**src/hw/rtl/lmtp_pkg.sv**
```systemverilog
// Shared constants and controller/datapath interface types for the min-travel picker.
`timescale 1ns / 1ps

package lmtp_pkg;

    // Path costs are carried at a fixed width and saturate at all ones.
    localparam int COST_W = 19;
    localparam logic [COST_W-1:0] COST_MAX = '1;

    // Width of the reported slot field.
    localparam int PICK_SLOT_W = 2;

    typedef struct packed {
        logic accept;      // input request taken this cycle
        logic write0;      // write a first-note option
        logic scan;        // one scan step over the previous layer
        logic final_mode;  // scan compares stored costs only
        logic commit;      // close the window at its last request
        logic load;        // load the result register
    } lmtp_cmd_t;

    typedef struct packed {
        logic acc_ok;      // the offered request becomes a stored option
        logic acc_layer0;  // that option belongs to the first note
        logic acc_last;    // the offered request ends the window
        logic item_last;   // the request in work ends the window
        logic scan_last;   // scan index is at the last previous-layer option
        logic prev_empty;  // no note has been accepted
        logic out_free;    // result register can take a new result
    } lmtp_status_t;

endpackage

```
**src/hw/rtl/lookahead_min_travel_picker.sv**
```systemverilog
// Top level of the lookahead minimum-travel option picker.
`timescale 1ns / 1ps

// The picker takes a lookahead window as a stream of option requests, grouped
// into notes, and finds the path through the notes (one option per note) with
// the least total carriage travel from the start position. Positions are
// unsigned 1/64 mm; costs saturate at 2^19-1. When the request that ends the
// window has been processed, one result appears on the m_ channel: the option
// that the best path uses for the first note (finger, slot index, position)
// and the path cost, with ties going to the earliest option. A window with no
// accepted note returns m_pick_valid low and all other fields zero. A note
// without any reachable option ends the window early, and notes beyond
// MAX_LAYERS or options beyond MAX_OPTIONS are dropped. An accepted request
// that becomes a stored option is then either written as a first-note option
// or priced against every stored option of the previous note, since a single
// add-and-compare unit walks the previous note's options one at a time;
// s_ready stays low until that is done. The request that ends the window
// then closes the last note, runs a final minimum search over the stored
// options of the last accepted note, and loads the result register.
// The result register lets the next window start while a result still
// waits to be taken; a further result waits only if the previous one has
// not been taken yet.

module lookahead_min_travel_picker #(
    parameter int MAX_LAYERS    = 5,
    parameter int MAX_OPTIONS   = 4,
    parameter int POSITION_BITS = 16
) (
    input  logic                              aclk,
    input  logic                              aresetn,
    input  logic                              s_valid,
    output logic                              s_ready,
    input  logic                              s_window_first,
    input  logic                              s_note_first,
    input  logic [POSITION_BITS-1:0]          s_option_position,
    input  logic [2:0]                        s_option_finger,
    input  logic                              s_option_reachable,
    input  logic                              s_window_last,
    input  logic [POSITION_BITS-1:0]          s_start_position,
    output logic                              m_valid,
    input  logic                              m_ready,
    output logic                              m_pick_valid,
    output logic [2:0]                        m_pick_finger,
    output logic [lmtp_pkg::PICK_SLOT_W-1:0]  m_pick_slot,
    output logic [POSITION_BITS-1:0]          m_pick_position,
    output logic [lmtp_pkg::COST_W-1:0]       m_total_travel
);
    import lmtp_pkg::*;

    lmtp_cmd_t    cmd;
    lmtp_status_t status;

    // The controller walks each request through accept, scan or first-note
    // write, and at the end of a window through close, final search and emit.
    lmtp_ctrl u_ctrl (
        .aclk    (aclk),
        .aresetn (aresetn),
        .s_valid (s_valid),
        .s_ready (s_ready),
        .status  (status),
        .cmd     (cmd)
    );

    // The datapath holds the window bookkeeping, the first-note, previous and
    // current note stores, the shared scan unit and the result register. Each
    // stored option carries the index of its first-note ancestor, so the
    // result needs no walk back through the notes.
    lmtp_datapath #(
        .MAX_LAYERS    (MAX_LAYERS),
        .MAX_OPTIONS   (MAX_OPTIONS),
        .POSITION_BITS (POSITION_BITS)
    ) u_datapath (
        .aclk               (aclk),
        .aresetn            (aresetn),
        .cmd                (cmd),
        .status             (status),
        .s_window_first     (s_window_first),
        .s_note_first       (s_note_first),
        .s_option_position  (s_option_position),
        .s_option_finger    (s_option_finger),
        .s_option_reachable (s_option_reachable),
        .s_window_last      (s_window_last),
        .s_start_position   (s_start_position),
        .m_ready            (m_ready),
        .m_valid            (m_valid),
        .m_pick_valid       (m_pick_valid),
        .m_pick_finger      (m_pick_finger),
        .m_pick_slot        (m_pick_slot),
        .m_pick_position    (m_pick_position),
        .m_total_travel     (m_total_travel)
    );

endmodule

```
**src/hw/rtl/lmtp_ctrl.sv**
```systemverilog
// Sequencing state machine of the min-travel picker.
`timescale 1ns / 1ps

module lmtp_ctrl (
    input  logic                    aclk,
    input  logic                    aresetn,
    input  logic                    s_valid,
    output logic                    s_ready,
    input  lmtp_pkg::lmtp_status_t  status,
    output lmtp_pkg::lmtp_cmd_t     cmd
);
    import lmtp_pkg::*;

    typedef enum logic [5:0] {
        ST_IDLE   = 6'b000001,
        ST_SCAN   = 6'b000010,
        ST_WRITE0 = 6'b000100,
        ST_COMMIT = 6'b001000,
        ST_FSCAN  = 6'b010000,
        ST_EMIT   = 6'b100000
    } state_t;

    state_t state_reg;
    state_t state_next;

    assign s_ready = (state_reg == ST_IDLE);

    always_comb begin
        cmd.accept     = (state_reg == ST_IDLE) && s_valid;
        cmd.write0     = (state_reg == ST_WRITE0);
        cmd.scan       = (state_reg == ST_SCAN) ||
                         ((state_reg == ST_FSCAN) && !status.prev_empty);
        cmd.final_mode = (state_reg == ST_FSCAN);
        cmd.commit     = (state_reg == ST_COMMIT);
        cmd.load       = (state_reg == ST_EMIT) && status.out_free;
    end

    always_comb begin
        state_next = state_reg;
        unique case (state_reg)
            ST_IDLE: begin
                if (s_valid) begin
                    if (status.acc_ok) begin
                        state_next = status.acc_layer0 ? ST_WRITE0 : ST_SCAN;
                    end else if (status.acc_last) begin
                        state_next = ST_COMMIT;
                    end
                end
            end
            ST_SCAN: begin
                if (status.scan_last) begin
                    state_next = status.item_last ? ST_COMMIT : ST_IDLE;
                end
            end
            ST_WRITE0: begin
                state_next = status.item_last ? ST_COMMIT : ST_IDLE;
            end
            ST_COMMIT: begin
                state_next = ST_FSCAN;
            end
            ST_FSCAN: begin
                if (status.prev_empty || status.scan_last) begin
                    state_next = ST_EMIT;
                end
            end
            ST_EMIT: begin
                if (status.out_free) begin
                    state_next = ST_IDLE;
                end
            end
            default: begin
                state_next = ST_IDLE;
            end
        endcase
    end

    always_ff @(posedge aclk) begin
        if (!aresetn) begin
            state_reg <= ST_IDLE;
        end else begin
            state_reg <= state_next;
        end
    end

endmodule

```
**src/hw/rtl/lmtp_datapath.sv**
```systemverilog
// Layer stores, window bookkeeping, cost scan and result register of the picker.
`timescale 1ns / 1ps

module lmtp_datapath #(
    parameter int MAX_LAYERS    = 5,
    parameter int MAX_OPTIONS   = 4,
    parameter int POSITION_BITS = 16
) (
    input  logic                              aclk,
    input  logic                              aresetn,
    input  lmtp_pkg::lmtp_cmd_t               cmd,
    output lmtp_pkg::lmtp_status_t            status,
    input  logic                              s_window_first,
    input  logic                              s_note_first,
    input  logic [POSITION_BITS-1:0]          s_option_position,
    input  logic [2:0]                        s_option_finger,
    input  logic                              s_option_reachable,
    input  logic                              s_window_last,
    input  logic [POSITION_BITS-1:0]          s_start_position,
    input  logic                              m_ready,
    output logic                              m_valid,
    output logic                              m_pick_valid,
    output logic [2:0]                        m_pick_finger,
    output logic [lmtp_pkg::PICK_SLOT_W-1:0]  m_pick_slot,
    output logic [POSITION_BITS-1:0]          m_pick_position,
    output logic [lmtp_pkg::COST_W-1:0]       m_total_travel
);
    import lmtp_pkg::*;

    localparam int SLOT_W = (MAX_OPTIONS > 1) ? $clog2(MAX_OPTIONS) : 1;
    localparam int CNT_W  = $clog2(MAX_OPTIONS + 1);
    localparam int LAY_W  = $clog2(MAX_LAYERS + 1);
    localparam int SUM_W  = ((COST_W > POSITION_BITS) ? COST_W : POSITION_BITS) + 1;
    localparam int SLOT_EXT_W = (SLOT_W > PICK_SLOT_W) ? SLOT_W : PICK_SLOT_W;

    function automatic logic [POSITION_BITS-1:0] pos_dist(
        input logic [POSITION_BITS-1:0] a,
        input logic [POSITION_BITS-1:0] b
    );
        logic [POSITION_BITS-1:0] d;
        d = (a > b) ? (a - b) : (b - a);
        return d;
    endfunction

    function automatic logic [COST_W-1:0] sat_cost(input logic [SUM_W-1:0] v);
        logic [COST_W-1:0] r;
        r = (v > SUM_W'(COST_MAX)) ? COST_MAX : v[COST_W-1:0];
        return r;
    endfunction

    // Window bookkeeping.
    logic [POSITION_BITS-1:0] origin_reg, origin_next;
    logic [CNT_W-1:0]         cnt0_reg, cnt0_next;
    logic [CNT_W-1:0]         cnt1_reg, cnt1_next;
    logic [CNT_W-1:0]         slot_reg, slot_next;
    logic [LAY_W-1:0]         layers_reg, layers_next;
    logic                     closed_reg, closed_next;
    logic                     open_reg, open_next;
    logic                     copy_en;

    // Bookkeeping as it stands after the offered request.
    logic [POSITION_BITS-1:0] pre_origin;
    logic [CNT_W-1:0]         pre_cnt0, pre_cnt1, pre_slot, acc_slot, acc_c;
    logic [LAY_W-1:0]         pre_layers;
    logic                     pre_closed, pre_open, pre_copy;
    logic                     acc_ok, acc_layer0;

    // Option stores.
    logic [POSITION_BITS-1:0] first_pos_reg    [MAX_OPTIONS];
    logic [2:0]               first_finger_reg [MAX_OPTIONS];
    logic [SLOT_W-1:0]        first_slot_reg   [MAX_OPTIONS];
    logic [POSITION_BITS-1:0] prev_pos_reg     [MAX_OPTIONS];
    logic [COST_W-1:0]        prev_cost_reg    [MAX_OPTIONS];
    logic [SLOT_W-1:0]        prev_root_reg    [MAX_OPTIONS];
    logic [POSITION_BITS-1:0] cur_pos_reg      [MAX_OPTIONS];
    logic [COST_W-1:0]        cur_cost_reg     [MAX_OPTIONS];
    logic [SLOT_W-1:0]        cur_root_reg     [MAX_OPTIONS];

    // Request in work.
    logic [POSITION_BITS-1:0] item_pos_reg;
    logic [2:0]               item_finger_reg;
    logic [SLOT_W-1:0]        item_slot_reg;
    logic [SLOT_W-1:0]        item_c_reg;
    logic                     item_last_reg;

    // Scan unit.
    logic [SLOT_W-1:0]        k_reg;
    logic [COST_W-1:0]        best_reg;
    logic [SLOT_W-1:0]        root_reg;
    logic [POSITION_BITS-1:0] sel_pos;
    logic [COST_W-1:0]        sel_cost;
    logic [SLOT_W-1:0]        sel_root;
    logic [SUM_W-1:0]         scan_sum;
    logic [COST_W-1:0]        scan_cand, scan_best;
    logic [SLOT_W-1:0]        scan_root;
    logic                     scan_take, scan_last;
    logic                     scan_write;
    logic [COST_W-1:0]        first_cost;
    logic                     prev_empty;

    // Result register.
    logic                     m_valid_reg;
    logic                     pick_valid_reg;
    logic [2:0]               pick_finger_reg;
    logic [PICK_SLOT_W-1:0]   pick_slot_reg;
    logic [POSITION_BITS-1:0] pick_position_reg;
    logic [COST_W-1:0]        total_travel_reg;
    logic [SLOT_EXT_W-1:0]    slot_ext;

    // Window start, note close and note open for the offered request.
    always_comb begin
        logic nf;
        nf         = s_note_first;
        pre_origin = origin_reg;
        pre_cnt0   = cnt0_reg;
        pre_cnt1   = cnt1_reg;
        pre_slot   = slot_reg;
        pre_layers = layers_reg;
        pre_closed = closed_reg;
        pre_open   = open_reg;
        pre_copy   = 1'b0;
        acc_slot   = slot_reg;
        acc_c      = cnt1_reg;
        acc_ok     = 1'b0;
        acc_layer0 = 1'b0;
        if (s_window_first) begin
            pre_origin = s_start_position;
            pre_cnt0   = '0;
            pre_cnt1   = '0;
            pre_slot   = '0;
            pre_layers = '0;
            pre_closed = 1'b0;
            pre_open   = 1'b0;
            nf         = 1'b1;
        end
        if (nf) begin
            if (pre_open && !pre_closed) begin
                if (pre_cnt1 == '0) begin
                    // A note without a reachable option ends the window.
                    pre_closed = 1'b1;
                end else begin
                    pre_copy   = 1'b1;
                    pre_cnt0   = pre_cnt1;
                    pre_cnt1   = '0;
                    pre_layers = pre_layers + 1'b1;
                    if (pre_layers >= LAY_W'(MAX_LAYERS)) begin
                        pre_closed = 1'b1;
                    end
                end
            end
            pre_open = 1'b0;
            if (!pre_closed) begin
                pre_open = 1'b1;
                pre_slot = '0;
                pre_cnt1 = '0;
            end
        end else if (!pre_open && !pre_closed) begin
            pre_open = 1'b1;
            pre_slot = '0;
            pre_cnt1 = '0;
        end
        if (!pre_closed) begin
            acc_slot = pre_slot;
            acc_c    = pre_cnt1;
            if (pre_slot < CNT_W'(MAX_OPTIONS)) begin
                pre_slot = pre_slot + 1'b1;
            end
            acc_ok = (acc_slot < CNT_W'(MAX_OPTIONS)) && s_option_reachable &&
                     (acc_c < CNT_W'(MAX_OPTIONS));
            acc_layer0 = (pre_layers == '0);
        end
    end

    // Scan step: cost through previous-layer option k, earliest wins ties.
    always_comb begin
        sel_pos   = prev_pos_reg[k_reg];
        sel_cost  = prev_cost_reg[k_reg];
        sel_root  = prev_root_reg[k_reg];
        scan_sum  = SUM_W'(sel_cost);
        if (!cmd.final_mode) begin
            scan_sum = SUM_W'(sel_cost) + SUM_W'(pos_dist(item_pos_reg, sel_pos));
        end
        scan_cand = sat_cost(scan_sum);
        scan_take = (k_reg == '0) || (scan_cand < best_reg);
        scan_best = scan_take ? scan_cand : best_reg;
        scan_root = scan_take ? sel_root : root_reg;
        scan_last = ((CNT_W'(k_reg) + CNT_W'(1)) == cnt0_reg);
    end

    assign scan_write = cmd.scan && !cmd.final_mode && scan_last;
    assign first_cost = sat_cost(SUM_W'(pos_dist(item_pos_reg, origin_reg)));
    assign prev_empty = (cnt0_reg == '0) || (layers_reg == '0);

    // Bookkeeping updates.
    always_comb begin
        origin_next = origin_reg;
        cnt0_next   = cnt0_reg;
        cnt1_next   = cnt1_reg;
        slot_next   = slot_reg;
        layers_next = layers_reg;
        closed_next = closed_reg;
        open_next   = open_reg;
        copy_en     = 1'b0;
        if (cmd.accept) begin
            origin_next = pre_origin;
            cnt0_next   = pre_cnt0;
            cnt1_next   = pre_cnt1;
            slot_next   = pre_slot;
            layers_next = pre_layers;
            closed_next = pre_closed;
            open_next   = pre_open;
            copy_en     = pre_copy;
        end
        if (cmd.write0 || scan_write) begin
            cnt1_next = cnt1_reg + 1'b1;
        end
        if (cmd.commit) begin
            if (open_reg && !closed_reg && (cnt1_reg != '0)) begin
                copy_en     = 1'b1;
                cnt0_next   = cnt1_reg;
                cnt1_next   = '0;
                layers_next = layers_reg + 1'b1;
            end
            open_next   = 1'b0;
            closed_next = 1'b1;
        end
    end

    always_ff @(posedge aclk) begin
        if (!aresetn) begin
            origin_reg    <= '0;
            cnt0_reg      <= '0;
            cnt1_reg      <= '0;
            slot_reg      <= '0;
            layers_reg    <= '0;
            closed_reg    <= 1'b0;
            open_reg      <= 1'b0;
            item_last_reg <= 1'b0;
            k_reg         <= '0;
            m_valid_reg   <= 1'b0;
        end else begin
            origin_reg <= origin_next;
            cnt0_reg   <= cnt0_next;
            cnt1_reg   <= cnt1_next;
            slot_reg   <= slot_next;
            layers_reg <= layers_next;
            closed_reg <= closed_next;
            open_reg   <= open_next;
            if (cmd.accept) begin
                item_last_reg <= s_window_last;
                k_reg         <= '0;
            end else if (cmd.scan) begin
                k_reg <= scan_last ? '0 : (k_reg + 1'b1);
            end
            if (cmd.load) begin
                m_valid_reg <= 1'b1;
            end else if (m_ready) begin
                m_valid_reg <= 1'b0;
            end
        end
    end

    always_ff @(posedge aclk) begin
        if (cmd.accept) begin
            item_pos_reg    <= s_option_position;
            item_finger_reg <= s_option_finger;
            item_slot_reg   <= SLOT_W'(acc_slot);
            item_c_reg      <= SLOT_W'(acc_c);
        end
        if (cmd.scan) begin
            best_reg <= scan_best;
            root_reg <= scan_root;
        end
        if (copy_en) begin
            for (int i = 0; i < MAX_OPTIONS; i++) begin
                prev_pos_reg[i]  <= cur_pos_reg[i];
                prev_cost_reg[i] <= cur_cost_reg[i];
                prev_root_reg[i] <= cur_root_reg[i];
            end
        end
        if (cmd.write0) begin
            cur_pos_reg[item_c_reg]      <= item_pos_reg;
            cur_cost_reg[item_c_reg]     <= first_cost;
            cur_root_reg[item_c_reg]     <= item_c_reg;
            first_pos_reg[item_c_reg]    <= item_pos_reg;
            first_finger_reg[item_c_reg] <= item_finger_reg;
            first_slot_reg[item_c_reg]   <= item_slot_reg;
        end else if (scan_write) begin
            cur_pos_reg[item_c_reg]  <= item_pos_reg;
            cur_cost_reg[item_c_reg] <= scan_best;
            cur_root_reg[item_c_reg] <= scan_root;
        end
    end

    assign slot_ext = SLOT_EXT_W'(first_slot_reg[root_reg]);

    always_ff @(posedge aclk) begin
        if (cmd.load) begin
            if (prev_empty) begin
                pick_valid_reg    <= 1'b0;
                pick_finger_reg   <= '0;
                pick_slot_reg     <= '0;
                pick_position_reg <= '0;
                total_travel_reg  <= '0;
            end else begin
                pick_valid_reg    <= 1'b1;
                pick_finger_reg   <= first_finger_reg[root_reg];
                pick_slot_reg     <= slot_ext[PICK_SLOT_W-1:0];
                pick_position_reg <= first_pos_reg[root_reg];
                total_travel_reg  <= best_reg;
            end
        end
    end

    always_comb begin
        status.acc_ok     = acc_ok;
        status.acc_layer0 = acc_layer0;
        status.acc_last   = s_window_last;
        status.item_last  = item_last_reg;
        status.scan_last  = scan_last;
        status.prev_empty = prev_empty;
        status.out_free   = !m_valid_reg || m_ready;
    end

    assign m_valid         = m_valid_reg;
    assign m_pick_valid    = pick_valid_reg;
    assign m_pick_finger   = pick_finger_reg;
    assign m_pick_slot     = pick_slot_reg;
    assign m_pick_position = pick_position_reg;
    assign m_total_travel  = total_travel_reg;

endmodule

```
**config.mk**
```make
export PLATFORM = sky130hd
export DESIGN_NAME = lookahead_min_travel_picker
export DESIGN_NICKNAME = d
export VERILOG_FILES = /design/src/hw/rtl/lmtp_pkg.sv /design/src/hw/rtl/lookahead_min_travel_picker.sv /design/src/hw/rtl/lmtp_ctrl.sv /design/src/hw/rtl/lmtp_datapath.sv
export SDC_FILE = /design/constraint.sdc
export NUM_CORES = 1
export LEC_CHECK = 0
export ABC_AREA = 0
export BUFFER_PORTS_ARGS = -buffer_cell sky130_fd_sc_hd__buf_2
export CELL_PAD_IN_SITES_DETAIL_PLACEMENT = 0
export CELL_PAD_IN_SITES_GLOBAL_PLACEMENT = 1
export CORE_ASPECT_RATIO = 0.5
export CORE_UTILIZATION = 50
export DETAILED_ROUTE_END_ITERATION = 16
export GPL_TIMING_DRIVEN = 0
export PLACE_DENSITY_LB_ADDON = 0.1
export SLEW_MARGIN = 5
export SYNTH_ARGS = -nofsm -noshare
export SYNTH_HDL_FRONTEND = slang
export SYNTH_SLANG_ARGS = --single-unit
```
**constraint.sdc**
```tcl
create_clock -name aclk -period 11 [get_ports aclk]
set_clock_uncertainty 0.2 [all_clocks]
set_input_delay 2.2 -clock aclk [delete_from_list [all_inputs] [get_ports aclk]]
set_output_delay 2.2 -clock aclk [all_outputs]
set_load 0.01 [all_outputs]
```
Word level (Yosys, flattened, before mapping) --
Memories as Yosys holds them, arrays and structs flattened. A register that Yosys moved wholly into a read port is not among the register bits. Index checks and enable logic that the tools add are counted.
Storage, ports and cells: bits in writable memories 380, logic and storage cells 185, output and inout bits 43, input bits 43, register bits 104, memories 9
Memory list:
- u_datapath.cur_cost_reg | depth 4, width 19, rd ports 4, clocked after Yosys merged registers in 0, write ports 1, RTL line lmtp_datapath.sv:76 | logic [COST_W-1:0] cur_cost_reg [MAX_OPTIONS];
- u_datapath.prev_cost_reg | depth 4, width 19, rd ports 1, clocked after Yosys merged registers in 1, write ports 4, RTL line lmtp_datapath.sv:73 | logic [COST_W-1:0] prev_cost_reg [MAX_OPTIONS];
- u_datapath.cur_pos_reg | depth 4, width 16, rd ports 4, clocked after Yosys merged registers in 0, write ports 1, RTL line lmtp_datapath.sv:75 | logic [POSITION_BITS-1:0] cur_pos_reg [MAX_OPTIONS];
- u_datapath.first_pos_reg | depth 4, width 16, rd ports 1, clocked after Yosys merged registers in 1, write ports 1, RTL line lmtp_datapath.sv:69 | logic [POSITION_BITS-1:0] first_pos_reg [MAX_OPTIONS];
- u_datapath.prev_pos_reg | depth 4, width 16, rd ports 1, clocked after Yosys merged registers in 1, write ports 4, RTL line lmtp_datapath.sv:72 | logic [POSITION_BITS-1:0] prev_pos_reg [MAX_OPTIONS];
- u_datapath.first_finger_reg | depth 4, width 3, rd ports 1, clocked after Yosys merged registers in 1, write ports 1, RTL line lmtp_datapath.sv:70 | logic [2:0] first_finger_reg [MAX_OPTIONS];
- +3 memories
Cells by class: add/subtract/negate cells 11, reduce and logical (&&, ||, !) cells 35, magnitude comparators 7, eq/ne operators 12, bitwise logic cells 4, mux-type cells 88
Operators with widths (count):
- $mux W3 | 31
- $sub A16 B16 Y16 | 4
- $mux W19 | 3
- $mux W16 | 3
- $mux W6 | 6
- $pmux W6 S6 | 1
- $gt A16 B16 Y1 | 2
- $mux W1 | 31
- $mux W2 | 11
- $add A19 B16 Y20 | 1
- $gt A20 B19 Y1 const B | 1
- $mux W20 | 1
- $lt A19 B19 Y1 | 1
- $add A3 B1 Y3 const B | 4
- $logic_not A3 Y1 | 4
- $logic_and A1 B1 Y1 | 11
- $eq A6 B1 Y1 const B | 1
- $eq A6 B2 Y1 const B | 1
- $eq A6 B3 Y1 const B | 1
- $eq A6 B4 Y1 const B | 1
- $eq A6 B5 Y1 const B | 1
- $eq A6 B6 Y1 const B | 1
- $logic_not A1 Y1 | 6
- $logic_or A1 B1 Y1 | 6
- 17 further kinds | 24

Longest topological paths before layout --
Gate-level depths: netlist of the first run.
word-level depth 16, depth in mapped cells 38, gate-level depth less buffers 35

Hierarchy --
Synthesis of the first run repeated with hierarchy kept, for this count alone.
Unflattened totals: cells, all modules 1594, area, all modules 23194.7 µm²
Modules (own cells, without submodules):
- lmtp_datapath | times used 1, area each 22748.1 µm², sequential area each 14684.1 µm², cells each 1546
- lmtp_ctrl | times used 1, area each 446.7 µm², sequential area each 120.1 µm², cells each 48

Least setup slack after synthesis of the first run --
No wires, ideal clock.
path type reg-to-reg, start point register (tool-made name), end point memory u_datapath.cur_cost_reg[0][2], data pin, path buffers 9, stages on the path, launching flop included 37, data required time 10512 ps, period minus slack after synthesis 9057 ps, setup time 288 ps, setup slack 1943 ps, arrival time 8568 ps, path through dfxtp_1 > buf_2 > buf_1 > buf_1 > mux4_2 > ha_1 > clkbuf_1 > or2_2 > a21oi_1 > a31oi_1 > nand2_1 > a31oi_1 > clkbuf_1 > buf_1 > clkbuf_1 > o21ai_0 > xnor2_1 > ha_1 > a21oi_1 > o211ai_1 > o2bb2ai_1 > a31oi_1 > o21ai_0 > clkbuf_1 > o22a_1 > ha_1 > a21o_1 > a221oi_1 > o21ai_0 > a21oi_1 > o21ai_0 > a21oi_1 > o21ai_0 > clkbuf_1 > mux2_2 > nand2_1 > o21ai_0
RTL lines (RTL line):
- to (decl) | lmtp_datapath.sv:76

==> results by group, run 1 <==
Logic synthesis
  – YS warnings: 0
  – Synth async-reset ratio: 0%
  – Synth area leader: edfxtp_1
  – Number of synthesized flops with an enable pin: 465
  – Post-synthesis cell type count: 78
  – Post-Synth Simple-Gate Area: 7.93%
  – Post-synthesis compound-gate area fraction: 8.03%
  – Main synth FF type: edfxtp_1
  – Largest family of logic cells by synthesized area: compound AO/OA/AOI/OAI gates
  – Xor and xnor fraction of the mapped netlist area: 1.71%
  – Mux cell area share after synthesis: 7.66%
  – Avg Cell Area, Syn: 14.5 µm²
  – Yosys top cell area share: 62.0%
  – Sequential area share after synthesis: 65.7%
  – Largest cells by area after synthesis: edfxtp_1, ha_1, mux4_2
  – Synth Cell Area: 22500 µm²
  – Post-Syn Nets: 1704
  – Flops & latches, synth: 507
  – Post-synthesis adder-cell area fraction: 6.28%
  – Synth Instances: 1551

Clock tree
  – H-tree Lvls: 2
  – Root buffer cell: clkbuf_16
  – CTS tree: done
  – Clock Latency Late Sink: 0.58 ns
  – Post-CTS setup buffer count: 0
  – Clk buf depth: 3
  – Clock transition at path regs: 0.07 ns
  – Clock Sinks: 507
  – Cts-stage hold buffer count: 0
  – CTS Buf Count: 43

Floorplan
  – Initial core utilization: 51.2%
  – Row count: 54
  – # IOs: 86
  – Die Span X: 302 µm
  – Die area: 46000 µm²
  – Core Region: 44000 µm²
  – Die H: 152 µm

Place
  – Placed Cells: 2243
  – Placement Cell Area: 24000 µm²
  – IO Port Bufs: 85
  – Hpwl dp: 39400 µm
  – GPL Wtd Cong: 0.903

Min path
  – Worst hold start: u_datapath.cur_pos_reg[3][2]
  – Hold endpoint: u_datapath.prev_pos_reg[3][2]
  – Hold Crit Class: flop to flop
  – WHS Path Cells: 0

Flow run
  – Max-cap violations: 0

Setup path
  – Worst setup EP type: flop
  – Worst Reg-to-Reg Cells: 34
  – Worst EP arrival: 10.33 ns
  – Type of the worst setup path: flop to flop
  – Data required, critical path: 11.03 ns
  – R2R Setup Slk: 0.70 ns
  – Crit path buffers/inverters: 8
  – Crit path max fanout: 10
  – CP top delay family: compound AO/OA/AOI/OAI gates
  – Crit-path most repeated cell: o21ai_0
  – RR Endpoint: u_datapath.cur_cost_reg[1][5]
  – CP max stage delay: 0.55 ns
  – Slowest CP cell: dfxtp_2
  – Critical Path Source Type: flop

Pwr
  – Pwr Total: 5.27 mW
  – Leak Pwr: 8.90 nW
  – Pwr dens: 207 nW/µm²
  – Worst vdd ir: 0.127 mV

Route
  – WL per Instance: 23.0 µm
  – WL final: 53200 µm
  – Via count: 13.2k
  – Drt via density: 5.71
  – Initial DRT Pass Iterations: 5
  – DRT iter0 DRCs: 1327
  – Post-route DRC: 0
  – Detail Route Antenna Nets: 0

STA
  – RSZ-0062 raised after global routing: false
  – Final Slew Violations: 0
  – Tightest Pin Transition: 1.20 ns
  – Relative slew slack: 19.6%
  – Hold Fails Final Rpt: 0
  – FMAX: 0.0971 GHz
  – Tmin final: 10.30 ns
  – Fin crit share: 93.7%
  – Final setup vio count: 0

Global routing
  – Gr ovfl total: 0
  – Initial antenna violation count: 1
  – All-Layer GR Usage: 23.4%
  – Vias in the first global route: 13.1k
  – First-pass GRT wire length: 79600 µm
  – Largest net degree at the start of global routing: 68

Outcome
  – Status: complete, no violations

Final layout
  – P&R area growth vs syn: 12.7%
  – Design area: 25400 µm²
  – Nets@finish: 1851
  – ANT cells: 0
  – Finished Layout Cells: 2317
  – Fillers: 3455
  – Share of layout cells above drive strength 1: 17.4%
## worst max path at each step
stage          startpoint                       endpoint  slack [ns]  cells after the start
2_1_floorplan        flop  u_datapath.cur_cost_reg[0][2]        1.94                     36
3_3_place_gp         flop  u_datapath.cur_cost_reg[0][3]       -1.47                     35
3_5_place_dp         flop  u_datapath.cur_cost_reg[0][5]       -1.51                     35
4_1_cts              flop  u_datapath.cur_cost_reg[1][5]       0.007                     34
5_1_grt              flop  u_datapath.cur_cost_reg[1][5]         0.1                     34
6_report             flop  u_datapath.cur_cost_reg[1][5]        0.70                     34
## cell type report
type,instances,area (µm²),share of cell area (%)
buffer,49,241,0.951
clock buffer,54,1120,4.40
clock inverter,22,220,0.868
inverter,98,368,1.45
multi-input combinational,895,7190,28.3
sequential,507,14800,58.3
tap,588,736,2.90
timing repair buffer,104,701,2.76
## Yosys cell counts, types with 21 or more instances
cell type	number
nor2b_1	21
nand2_1	103
clkbuf_1	31
edfxtp_1	465
inv_1	97
and2_1	29
a21o_1	35
nor2_1	95
o21ai_0	52
mux4_2	58
ha_1	105
dfxtp_1	42
xnor2_1	25
a21oi_1	88
nand3_1	39
mux2_2	27
## metrics by stage
step	worst slack (ns)	setup TNS (ns)	hold WS [ns]	util (%)
after detailed placement	-1.51	-124.26	0.205	54.6
after global placement	-1.47	-123.52	0.201	53.9
after global routing	0.0961	0	0.215	57.7
after floorplan	1.94	0	0.200	-
after CTS	0.00663	0	0.209	57.7
final	0.698	0	0.212	57.7
## layer usage
| layer | wire (µm) | vias to the layer above | track usage (%) | share of wire, % |
|---|---|---|---|---|
| met5 | 0 | - | 0 | 0 |
| met4 | 904 | 0 | 4.98 | 1.7 |
| met3 | 3070 | 67 | 3.68 | 5.8 |
| met2 | 23400 | 367 | 35.2 | 44 |
| met1 | 25800 | 6646 | 36.1 | 49 |
| li1 | - | 6147 | - | - |
## kinds of logic (layout without fill, tap and decap cells)
| kind of cell | after synthesis | count (layout) |
|---|---|---|
| AO/OA/AOI/OAI | 278 | 278 |
| adder cells (fa/ha/maj) | 110 | 110 |
| buffers and inverters | 149 | 327 |
| AND/OR/NAND/NOR | 367 | 367 |
| XOR/XNOR | 44 | 44 |
| multiplexers | 96 | 96 |
| flip-flops | 507 | 507 |
## layout by cell type, fill, tap and decap left out, types with 14 or more instances in the layout
cell type / synthesis / routed
nand2b_1: 16 / 16
nor2_1: 95 / 89
nand3_1: 39 / 39
mux2_2: 27 / 27
edfxtp_1: 465 / 465
clkbuf_16: 0 / 43
a21o_1: 35 / 35
a21oi_1: 88 / 88
xnor2_1: 25 / 25
and2_1: 29 / 29
mux4_2: 58 / 58
inv_1: 97 / 97
clkbuf_1: 31 / 37
dfxtp_1: 42 / 41
ha_1: 105 / 105
xor2_1: 19 / 19
nand2_1: 103 / 102
nor2b_1: 21 / 20
buf_2: 4 / 91
o21ai_0: 52 / 52
nor3_1: 16 / 14
## power breakdown
part	leakage [nW]	total [mW]	internal, mW	switching [mW]
clock network	0.644	1.48	0.781	0.698
logic	3.83	1.43	0.560	0.872
registers	4.42	2.36	2.27	0.0863
total	8.90	5.27	3.61	1.66
## what timing repair did
item,CTS,global route
pin swaps,0,0
setup endpoints to repair,105,104
resized for setup,9,7
endpoints found under the hold margin,0,0
(Power assumes the default switching activity.)
==> run 2: changes to the inputs <==
--- a/config.mk
+++ b/config.mk
@@ -14,6 +14,7 @@
 export DETAILED_ROUTE_END_ITERATION = 16
 export GPL_TIMING_DRIVEN = 0
 export PLACE_DENSITY_LB_ADDON = 0.1
+export REMOVE_ABC_BUFFERS = 1
 export SLEW_MARGIN = 5
 export SYNTH_ARGS = -nofsm -noshare
 export SYNTH_HDL_FRONTEND = slang
==> run 2 against run 1 <==
Effect of this change: global-route usage down 1.4 points; maximum frequency up 0.98%; worst hold slack got worse by 0.0074 ns; critical path type unchanged; largest cell class unchanged.
==> results by group, run 2 (same netlist as run 1, synthesis figures left out) <==
Pwr
  – Clk pwr share: 30.3% (+2.2 points)
  – Share of power burned in registers: 44.0% (-0.7 points)
  – Pint: 3.73 mW (+3.4%)
  – Worst vdd ir: 0.112 mV (-12%)
  – Sw power: 1.61 mW (-2.6%)
  – Pwr Total: 5.35 mW (+1.5%)
  – Combinational Power Share: 25.7% (-1.5 points)
  – Leak Pwr: 8.92 nW (+0.33%)
  – Sw frac: 30.2% (-1.3 points)
  – Pwr dens: 210 nW/µm² (+1.1%)

Route
  – Initial DRT Pass Iterations: 7 (+2)
  – WL per Instance: 21.9 µm (-4.5%)
  – Via count: 12.9k (-2.7%)
  – DRT iter0 DRCs: 1115 (-16%)
  – Post-route DRC: 0 (unchanged)
  – Drt via density: 5.65 (-0.95%)
  – Detail Route Antenna Nets: 0 (unchanged)
  – WL final: 50000 µm (-6.1%)

Clock tree
  – Cts repair resizes: 0 (-9)
  – Clk buf depth: 3 (unchanged)
  – Clock Sinks: 507 (unchanged)
  – Clock transition at path regs: 0.07 ns (about the same)
  – Cts-stage hold buffer count: 0 (unchanged)
  – Root buffer cell: clkbuf_16
  – Clock Latency Late Sink: 0.57 ns (about the same)
  – Post-CTS setup buffer count: 0 (unchanged)
  – H-tree Lvls: 2 (unchanged)
  – CTS tree: done
  – CTS Buf Count: 45 (+4.7%)

STA
  – Tmin final: 10.20 ns (-0.0999 ns)
  – Relative slew slack: 15.1% (-4.5 points)
  – Final Slew Violations: 0 (unchanged)
  – RSZ-0062 raised after global routing: false
  – Hold WS: 0.204 ns (-0.00736 ns)
  – Final setup vio count: 0 (unchanged)
  – FMAX: 0.0980 GHz (+0.98%)
  – Tightest Pin Transition: 1.27 ns (+0.0689 ns)
  – Fin crit share: 92.8% (-0.91 points)
  – Hold Fails Final Rpt: 0 (unchanged)

Global routing
  – Largest net degree at the start of global routing: 74 (+8.8%)
  – All-Layer GR Usage: 22.0% (-1.4 points)
  – First-pass GRT wire length: 75900 µm (-4.7%)
  – Gr ovfl total: 0 (unchanged)
  – Initial antenna violation count: 2 (+1)
  – Vias in the first global route: 13.0k (-0.46%)

Final layout
  – FF+latch area: 14800 µm² (about the same)
  – Commonest non-fill, non-tap cell in the layout: edfxtp_1
  – Share of layout cells above drive strength 1: 17.9% (+0.53 points)
  – P&R area growth vs syn: 13.2%
  – Util after Layout: 58.0% (+0.25 points)
  – Nets@finish: 1808 (-2.3%)
  – Fillers: 3449 (-0.17%)
  – Design area: 25500 µm² (+0.43%)
  – Multi-input gate area: 7230 µm² (+0.50%)
  – ANT cells: 0 (unchanged)
  – Most frequent cells in the layout: edfxtp_1, ha_1, nand2_1, inv_1, nor2_1

Setup path
  – Worst setup EP type: flop
  – Data required, critical path: 11.10 ns (+0.07 ns)
  – Crit-path most repeated cell: o21ai_0
  – Slowest CP cell: a31oi_4
  – Type of the worst setup path: flop to flop
  – CP max stage delay: 0.75 ns (+0.20 ns)
  – Crit path max fanout: 33 (+23)
  – Critical Path Source Type: flop
  – Worst EP arrival: 10.30 ns (-0.03 ns)

Place
  – GPL Wtd Cong: 0.840 (-6.9%)
  – Placement Cell Area: 24000 µm² (-0.25%)
  – IO Port Bufs: 85 (unchanged)
  – Hpwl dp: 35900 µm (-9.0%)

Min path
  – Hold Crit Class: flop to flop

Floorplan
  – Initial core utilization: 51.2% (unchanged)
  – Row count: 54 (unchanged)
  – Die Span X: 302 µm (unchanged)
  – Die area: 46000 µm² (unchanged)
  – Die H: 152 µm (unchanged)
  – Core Region: 44000 µm² (unchanged)
  – # IOs: 86 (unchanged)

Flow run
  – Max-cap violations: 0 (unchanged)

Outcome
  – Status: complete, no violations
## run 2: final cells by class
cell class	count	area share, %
Timing Repair Buffer	108	3.25
Tap cell	588	2.89
Multi-Input combinational cell	895	28.4
Clock buffer	49	4.48
Inverter	98	1.45
Sequential cell	507	58.1
Clock inverter	32	1.48
## run 2: path summary, 6_finish.rpt
path	slack, ns	to	start	cells after the start
worst min register to register	0.20	u_datapath.prev_pos_reg[0][9]	u_datapath.cur_pos_reg[0][9]	0
worst min-delay path	0.20	u_datapath.prev_pos_reg[0][9]	u_datapath.cur_pos_reg[0][9]	0
worst max-delay path	0.80	u_datapath.cur_cost_reg[0][10]	flop	33
worst max register to register	0.80	u_datapath.cur_cost_reg[0][10]	flop	33
## run 2: power groups by stage
stage	logic (mW)	registers, mW	clock network, mW
6_report	1.37	2.35	1.62
3_3_place_gp	1.34	2.39	0
3_5_place_dp	1.36	2.40	0
2_1_floorplan	0.997	2.35	0
4_1_cts	1.36	2.35	1.65
5_1_grt	1.53	2.36	1.73
## run 2: layer usage
metal / GRT usage (%) / vias to the layer above / wire, µm
li1: - / 6069 / -
met1: 33.3 / 6459 / 23900
met2: 33.8 / 307 / 22300
met3: 4.23 / 40 / 3240
met4: 3.58 / 0 / 509
met5: 0 / - / 0
## run 2: critical path, delay by kind of cell, from the launching register on
family,cells,cell delay (ns)
buffers and inverters,3,0.80
AO/OA/AOI/OAI,19,5.08
flip-flops,1,0.43
adder cells (fa/ha/maj),4,1.28
AND/OR/NAND/NOR,2,0.33
multiplexers,4,1.52
XOR/XNOR,1,0.25
## run 2: metrics by stage
step	worst slack [ns]	std cells	TNS (ns)
6_report	0.797	2277	0
5_1_grt	0.0156	2277	0
3_5_place_dp	0.678	2196	0
4_1_cts	0.614	2277	0
2_1_floorplan	-0.275	1500	-15.97
3_3_place_gp	-5.16	2173	-526.15
